--- src/rtl/core/tcrg_pkg.sv ---
package tcrg_pkg;

   localparam int TileSize = 16;
   localparam int PixW     = 12;
   localparam int PosW     = 20;
   localparam int DirW     = 16;
   localparam int CornerW  = 3 * PosW;
   localparam int StepW    = 17;
   localparam int CsrIdxW  = 3;

   // Register indexes of the configuration port
   localparam logic [CsrIdxW-1:0] CSR_TOP_LEFT     = 3'd0;
   localparam logic [CsrIdxW-1:0] CSR_TOP_RIGHT    = 3'd1;
   localparam logic [CsrIdxW-1:0] CSR_BOTTOM_LEFT  = 3'd2;
   localparam logic [CsrIdxW-1:0] CSR_BOTTOM_RIGHT = 3'd3;
   localparam logic [CsrIdxW-1:0] CSR_EYE          = 3'd4;
   localparam logic [CsrIdxW-1:0] CSR_STEP_X       = 3'd5;
   localparam logic [CsrIdxW-1:0] CSR_STEP_Y       = 3'd6;

   typedef struct packed {
      logic [PixW-1:0] tile_x;
      logic [PixW-1:0] tile_y;
   } req_type;

   typedef struct packed {
      logic [1:0]             corner_index;
      logic signed [PosW-1:0] origin_x;
      logic signed [PosW-1:0] origin_y;
      logic signed [PosW-1:0] origin_z;
      logic signed [DirW-1:0] dir_x;
      logic signed [DirW-1:0] dir_y;
      logic signed [DirW-1:0] dir_z;
      logic                   degenerate;
      logic                   last_corner;
   } rsp_type;

   typedef struct packed {
      logic [CornerW-1:0] top_left;
      logic [CornerW-1:0] top_right;
      logic [CornerW-1:0] bottom_left;
      logic [CornerW-1:0] bottom_right;
      logic [CornerW-1:0] eye;
      logic [StepW-1:0]   step_x;
      logic [StepW-1:0]   step_y;
   } csr_type;

   // Handoff from the request queue to the ray engine
   typedef struct packed {
      logic    valid;
      req_type tile;
   } tile_chan_type;

endpackage

--- src/rtl/core/tcrg_front.sv ---
module tcrg_front (
   input  logic                   clock,
   input  logic                   reset,
   input  logic                   req_valid,
   output logic                   req_stall,
   input  tcrg_pkg::req_type      req_data,
   output tcrg_pkg::tile_chan_type tile_out,
   input  logic                   tile_pop
);
   import tcrg_pkg::*;

   req_type    q_ff [2];
   logic       wp_ff;
   logic       rp_ff;
   logic [1:0] cnt_ff;
   logic       push;
   logic       pop;

   assign req_stall      = (cnt_ff == 2'd2);
   assign push           = req_valid && !req_stall;
   assign pop            = tile_pop && tile_out.valid;
   assign tile_out.valid = (cnt_ff != 2'd0);
   assign tile_out.tile  = q_ff[rp_ff];

   always_ff @(posedge clock) begin
      if (reset) begin
         wp_ff  <= 1'b0;
         rp_ff  <= 1'b0;
         cnt_ff <= 2'd0;
      end else begin
         if (push) begin
            q_ff[wp_ff] <= req_data;
            wp_ff       <= ~wp_ff;
         end
         if (pop) begin
            rp_ff <= ~rp_ff;
         end
         case ({push, pop})
            2'b10:   cnt_ff <= cnt_ff + 2'd1;
            2'b01:   cnt_ff <= cnt_ff - 2'd1;
            default: cnt_ff <= cnt_ff;
         endcase
      end
   end

endmodule

--- config.mk ---
export PLATFORM = sky130hd
export DESIGN_NAME = tcrg_front
export DESIGN_NICKNAME = d
export VERILOG_FILES = /design/src/rtl/core/tcrg_pkg.sv /design/src/rtl/core/tcrg_front.sv
export SDC_FILE = /design/constraint.sdc
export NUM_CORES = 1
export LEC_CHECK = 0
export BUFFER_PORTS_ARGS = -buffer_cell sky130_fd_sc_hd__buf_2
export CORE_MARGIN = 8
export CORE_UTILIZATION = 46
export DETAILED_ROUTE_END_ITERATION = 10
export PLACE_DENSITY = 0.72
export SYNTH_ARGS = -nofsm -noshare
export SYNTH_HDL_FRONTEND = slang
export SYNTH_SLANG_ARGS = --single-unit
--- constraint.sdc ---
create_clock -name clock -period 4.55 [get_ports clock]
set_clock_uncertainty 0.05 [all_clocks]
set_input_delay 0.455 -clock clock [delete_from_list [all_inputs] [get_ports clock]]
set_output_delay 0.455 -clock clock [all_outputs]
set_load 0.005 [all_outputs]
* Yosys cells after proc, flatten, opt, wreduce, memory -nomap -nowiden
Memory sizes are Yosys's and may differ from the RTL's. A register that Yosys moved wholly into a read port is not among the register bits.
Index checks and enable logic that the tools add are counted.
** Cells by class
- $add $sub $neg :: 2
- Equal/unequal tests :: 3
- Mux-type cells :: 6
- Bitwise gates (word level) :: 2
- Reductions and logical operators :: 5
** Operators by type and width (number)
- $mux W1 :: 5
- $eq A2 B2 Y1 const B :: 2
- $pmux W2 S2 :: 1
- $reduce_bool A2 Y1 :: 2
- $add A2 B1 Y2 const B :: 1
- $eq A2 B1 Y1 const B :: 1
- $logic_and A1 B1 Y1 :: 2
- $not A1 Y1 :: 2
- $sub A2 B1 Y2 const B :: 1
- $logic_not A1 Y1 :: 1
** Storage, ports and cells
- Register bits :: 4
- RAM bits :: 48
- Input bits :: 28
- Output and inout bits :: 26
- Word-level logic and storage cells :: 22
- Memories :: 1
** Memories
- q_ff :: words 2, bits a word 24, read ports 1, clocked after Yosys merged registers in 1, wr ports 1, RTL line tcrg_front.sv:12 : req_type q_ff [2];

* Depth between registers and ports, before layout
- Word-level depth :: 6
- Mapped depth :: 6
- Depth with buffers taken out :: 6

* Least setup slack after synthesis
Ideal clock, no wire load.
- Kind :: register -> register
- Start point :: register cnt_ff[0]
- End point :: memory q_ff[1][0] in the netlist's numbering, enable pin
- Setup time :: 0.441 ns
- Arrival time :: 2.480 ns
- Data required time :: 4.059 ns
- Path slack :: 1.580 ns
- Stages on the path, launching flop included :: 4
- Buffers on the path :: 0
- Period minus slack after synthesis :: 2.970 ns
- Path through :: dfxtp_1 nor2b_1 nand2b_1 nor3b_1
** On the way
- Word-level cells in the longest chain between the ends :: 6
** RTL lines
- start, declared :: RTL line tcrg_front.sv:15 : logic [1:0] cnt_ff;
- start signal, assigned :: RTL line tcrg_front.sv:39 : 2'b10: cnt_ff <= cnt_ff + 2'd1;
- start signal, assigned :: RTL line tcrg_front.sv:40 : 2'b01: cnt_ff <= cnt_ff - 2'd1;
- start signal, assigned :: RTL line tcrg_front.sv:41 : default: cnt_ff <= cnt_ff;
- $eq A2 B2 Y1 :: RTL line tcrg_front.sv:19 : assign req_stall = (cnt_ff == 2'd2);
- net req_stall :: RTL line tcrg_front.sv:5 : output logic req_stall,
- $logic_not A1 Y1 :: RTL line tcrg_front.sv:20 : assign push = req_valid && !req_stall;
- $logic_and A1 B1 Y1 :: RTL line tcrg_front.sv:20
- $mux W1 :: RTL line tcrg_front.sv:31 : if (push) begin
- $mux W1 :: RTL line tcrg_front.sv:26 : if (reset) begin
- $mux W1 (implied by the code) :: RTL line tcrg_front.sv:32 : q_ff[wp_ff] <= req_data;
- end, declared :: RTL line tcrg_front.sv:12
The timed path passes the listed nets, and every way through them passes these cells.

==> run_summary.xml <==
<?xml version="1.0" encoding="UTF-8"?>
<metrics>
  <group name="pwr">
    <metric name="internal-power" unit="uW">833</metric>
    <metric name="power.share.clock" unit="%">21.7</metric>
    <metric name="sw_frac_of_total" unit="%">26.0</metric>
    <metric name="share_comb_of_total_power" unit="%">21.8</metric>
    <metric name="worst_ir_drop_vdd" unit="V">0.000335</metric>
    <metric name="net-switching-power" unit="uW">293</metric>
    <metric name="power_per_cell_area" unit="nW/um^2">475</metric>
    <metric name="seq_power_share" unit="%">56.6</metric>
    <metric name="leakagePower" unit="uW">0.000894</metric>
  </group>
  <group name="clock_tree">
    <metric name="cts-htree-levels" unit="">2</metric>
    <metric name="cts.repair.resized" unit="">0</metric>
    <metric name="tritoncts" unit="">yes</metric>
    <metric name="cts_sinks" unit="">53</metric>
    <metric name="insertion_delay" unit="ns">0.29</metric>
    <metric name="cts_max_path_buffers" unit="">2</metric>
    <metric name="clk_transition_reported_paths" unit="ns">0.09</metric>
    <metric name="number_of_buffers_created_by_cts" unit="">5</metric>
    <metric name="post_cts.repair.setup_buffers" unit="">0</metric>
    <metric name="clock_tree.root_cell" unit="">sky130_fd_sc_hd__clkbuf_8</metric>
    <metric name="post_cts_hold_buffer_count" unit="">0</metric>
  </group>
  <group name="worst_setup_path">
    <metric name="worst_r2r_path_depth" unit="">5</metric>
    <metric name="worstPathRequired" unit="ns">4.05</metric>
    <metric name="worstSetupStartpointType" unit="">register</metric>
    <metric name="reg2reg_slack" unit="ns">2.80</metric>
    <metric name="critPathCaptureType" unit="">primary output</metric>
    <metric name="critical_path_class" unit="">register to primary output</metric>
    <metric name="reg2reg_from" unit="">cnt_ff[1]</metric>
    <metric name="worst_r2r_endpoint" unit="">cnt_ff[1]</metric>
    <metric name="critical_path.max_fanout" unit="">24</metric>
    <metric name="crit_path_dat" unit="ns">1.86</metric>
  </group>
  <group name="sta">
    <metric name="grt_setup_unrepaired" unit="">false</metric>
    <metric name="finalWorstSetupSlack" unit="ns">2.18</metric>
    <metric name="max_freq" unit="MHz">423</metric>
    <metric name="report.final.hold_viol_count" unit="">0</metric>
    <metric name="timing.final.crit_share" unit="%">52.0</metric>
    <metric name="finalSetupViolations" unit="">0</metric>
    <metric name="period_minus_slack" unit="ns">2.37</metric>
    <metric name="final-max-slew-violation-count" unit="">0</metric>
    <metric name="finalSetupTns" unit="ns">0</metric>
    <metric name="worst-slew-pin-transition" unit="ns">1.05</metric>
    <metric name="slew_headroom" unit="%">29.6</metric>
  </group>
  <group name="hold_path">
    <metric name="min_to" unit="">q_ff[0][13]</metric>
    <metric name="worstHoldPathType" unit="">input port to register</metric>
    <metric name="min_from" unit="">req_data[13]</metric>
    <metric name="hold-path-cell-count" unit="">1</metric>
  </group>
  <group name="floorplanning">
    <metric name="initial_utilization" unit="%">48.4</metric>
    <metric name="rows" unit="">23</metric>
    <metric name="die_height" unit="um">81.1</metric>
    <metric name="die_area" unit="um^2">6580</metric>
    <metric name="core" unit="um^2">4030</metric>
    <metric name="die_x" unit="um">81.1</metric>
    <metric name="pin_count" unit="">54</metric>
  </group>
  <group name="synthesis">
    <metric name="synth_xor_xnor_area_share" unit="%">1.35</metric>
    <metric name="synthAdderAreaFrac" unit="%">0.641</metric>
    <metric name="syn-instance-count" unit="">100</metric>
    <metric name="synth.ff_latch_count" unit="">53</metric>
    <metric name="combinational_family_with_the_most_area_after_synthesis" unit="">multiplexers</metric>
    <metric name="netlist-cell-type-count" unit="">20</metric>
    <metric name="synth.yosys.warnings" unit="">0</metric>
    <metric name="fraction_of_the_mapped_netlist_area_in_compound_gates" unit="%">1.41</metric>
    <metric name="synth_fp_nets" unit="">129</metric>
    <metric name="post_synth_and_or_nand_nor_area_fraction" unit="%">2.82</metric>
    <metric name="seq_area_frac_synth" unit="%">79.0</metric>
    <metric name="yosys-mux-area-fraction" unit="%">13.9</metric>
    <metric name="avgSynthCellArea" unit="um^2">19.5</metric>
    <metric name="synthesis.area" unit="um^2">1950</metric>
  </group>
  <group name="global_routing">
    <metric name="globalRouteTotalUtil" unit="%">11.2</metric>
    <metric name="via_count_of_the_first_global_routing_pass" unit="">1150</metric>
    <metric name="wire_length_of_the_first_global_routing_pass" unit="um">5460</metric>
    <metric name="grt_start_max_net_pins" unit="">25</metric>
    <metric name="grt_overflow_total" unit="">0</metric>
    <metric name="grt_antenna_before_repair" unit="">0</metric>
  </group>
  <group name="route">
    <metric name="wl" unit="um">3430</metric>
    <metric name="first_pass_iters" unit="">4</metric>
    <metric name="detail_route.vias_per_cell" unit="">4.85</metric>
    <metric name="remaining_drc_errors" unit="">0</metric>
    <metric name="drt-initial-drc-count" unit="">73</metric>
    <metric name="wl_per_cell" unit="um">16.3</metric>
    <metric name="vias" unit="">1018</metric>
    <metric name="final_antenna_net_count" unit="">0</metric>
  </group>
  <group name="placement">
    <metric name="total_placed_instance_area" unit="um^2">2290</metric>
    <metric name="dp_hpwl" unit="um">2480</metric>
    <metric name="port_buffers" unit="">53</metric>
    <metric name="gp_congestion" unit="">0.632</metric>
    <metric name="placement.setup.worst_slack" unit="ns">2.45</metric>
  </group>
  <group name="layout">
    <metric name="area_growth" unit="%">21.6</metric>
    <metric name="final_net_count" unit="">188</metric>
    <metric name="mostFrequentLayoutCells" unit="">sky130_fd_sc_hd__buf_2, sky130_fd_sc_hd__edfxtp_1, sky130_fd_sc_hd__mux2_1</metric>
    <metric name="post-route-cell-area" unit="um^2">2370</metric>
    <metric name="fillCellCount" unit="">326</metric>
    <metric name="mostFrequentLayoutCell" unit="">sky130_fd_sc_hd__buf_2</metric>
    <metric name="seqCellArea" unit="um^2">1540</metric>
    <metric name="multi_input_comb_area" unit="um^2">402</metric>
    <metric name="layout-drive-gt1-share" unit="%">43.1</metric>
    <metric name="antenna-diode-count" unit="">0</metric>
  </group>
  <group name="job">
    <metric name="drv.max_cap_violation_count" unit="">0</metric>
  </group>
  <group name="status">
    <metric name="run_status" unit="">finished, final reports clean</metric>
  </group>
</metrics>
[logic make-up after synthesis]
group	count (synthesis)
XOR/XNOR	3
adder cells (fa/ha/maj)	1
AO/OA/AOI/OAI	5
AND/OR/NAND/NOR	10
flip-flops	53
multiplexers	24
buffers and inverters	4
[power by group through the flow]
| stage | clock network [uW] | logic, uW | registers [uW] |
|---|---|---|---|
| after floorplan | 0 | 173 | 612 |
| after global placement | 0 | 244 | 645 |
| after detailed placement | 0 | 251 | 651 |
| after CTS | 253 | 253 | 640 |
| after global routing | 269 | 274 | 648 |
| final | 244 | 245 | 637 |
[cell usage after synthesis]
| library cell | n | area share [%] |
|---|---|---|
| sky130_fd_sc_hd__edfxtp_1 | 48 | 74 |
| sky130_fd_sc_hd__ha_1 | 1 | 0.64 |
| sky130_fd_sc_hd__nor2_1 | 3 | 0.58 |
| sky130_fd_sc_hd__o21a_1 | 1 | 0.39 |
| sky130_fd_sc_hd__dfxtp_1 | 5 | 5.1 |
| sky130_fd_sc_hd__or3_1 | 2 | 0.64 |
| sky130_fd_sc_hd__xnor2_1 | 2 | 0.90 |
| sky130_fd_sc_hd__nor3b_1 | 1 | 0.39 |
| sky130_fd_sc_hd__xor2_1 | 1 | 0.45 |
| sky130_fd_sc_hd__mux2_1 | 20 | 12 |
| sky130_fd_sc_hd__buf_2 | 2 | 0.51 |
| sky130_fd_sc_hd__nor3_1 | 1 | 0.26 |
| sky130_fd_sc_hd__or2_2 | 1 | 0.32 |
| sky130_fd_sc_hd__nor2b_1 | 1 | 0.32 |
| sky130_fd_sc_hd__mux2_2 | 4 | 2.3 |
| sky130_fd_sc_hd__inv_1 | 1 | 0.19 |
| sky130_fd_sc_hd__clkbuf_1 | 1 | 0.19 |
| sky130_fd_sc_hd__a21oi_1 | 2 | 0.51 |
| sky130_fd_sc_hd__o21ai_0 | 2 | 0.51 |
| sky130_fd_sc_hd__nand2b_1 | 1 | 0.32 |
[flip-flops by register name, indices dropped and copies added (netlist names), named ones only]
register,cells
cnt_ff,2
wp_ff,1
q_ff,48
rp_ff,1
[routing by layer]
layer,routed length (um),up-vias,track usage [%]
met5,0,-,0
met4,59,0,6.43
met3,220,5,3.97
met1,1230,496,11.0
met2,1910,20,19.9
li1,-,497,-
[how the worst max path moves through the flow]
stage | from | end | depth (start not counted)
3_3_place_gp | register | tile_out[17] | 2
2_1_floorplan | cnt_ff[0] | q_ff[1][0] | 3
5_1_grt | register | tile_out[23] | 2
6_report | register | tile_out[22] | 2
3_5_place_dp | register | tile_out[23] | 2
4_1_cts | register | tile_out[22] | 2
[layout make-up]
type | instances | area share [%]
Tap cell | 50 | 2.64
Clock buffer | 6 | 3.06
Multi-Input combinational cell | 43 | 16.9
Clock inverter | 2 | 0.422
Sequential cell | 53 | 65.0
Inverter | 1 | 0.158
Timing Repair Buffer | 55 | 11.8
[worst max-delay path: stages, from the launching register on]
cell and delay [ns]:
sky130_fd_sc_hd__dfxtp_1 1.03, sky130_fd_sc_hd__mux2_2 0.41, sky130_fd_sc_hd__buf_2 0.13
[per-stage QoR]
step / power, uW / cells / util [%] / hold slack (ns)
3_3_place_gp: 889 / 202 / 56.8 / 0.437
3_5_place_dp: 901 / 202 / 56.8 / 0.456
4_1_cts: 1150 / 210 / 58.9 / 0.283
5_1_grt: 1190 / 210 / 58.9 / 0.277
2_1_floorplan: 785 / 100 / - / 0.411
6_report: 1130 / 210 / 58.9 / 0.293
(Power assumes the default switching activity.)
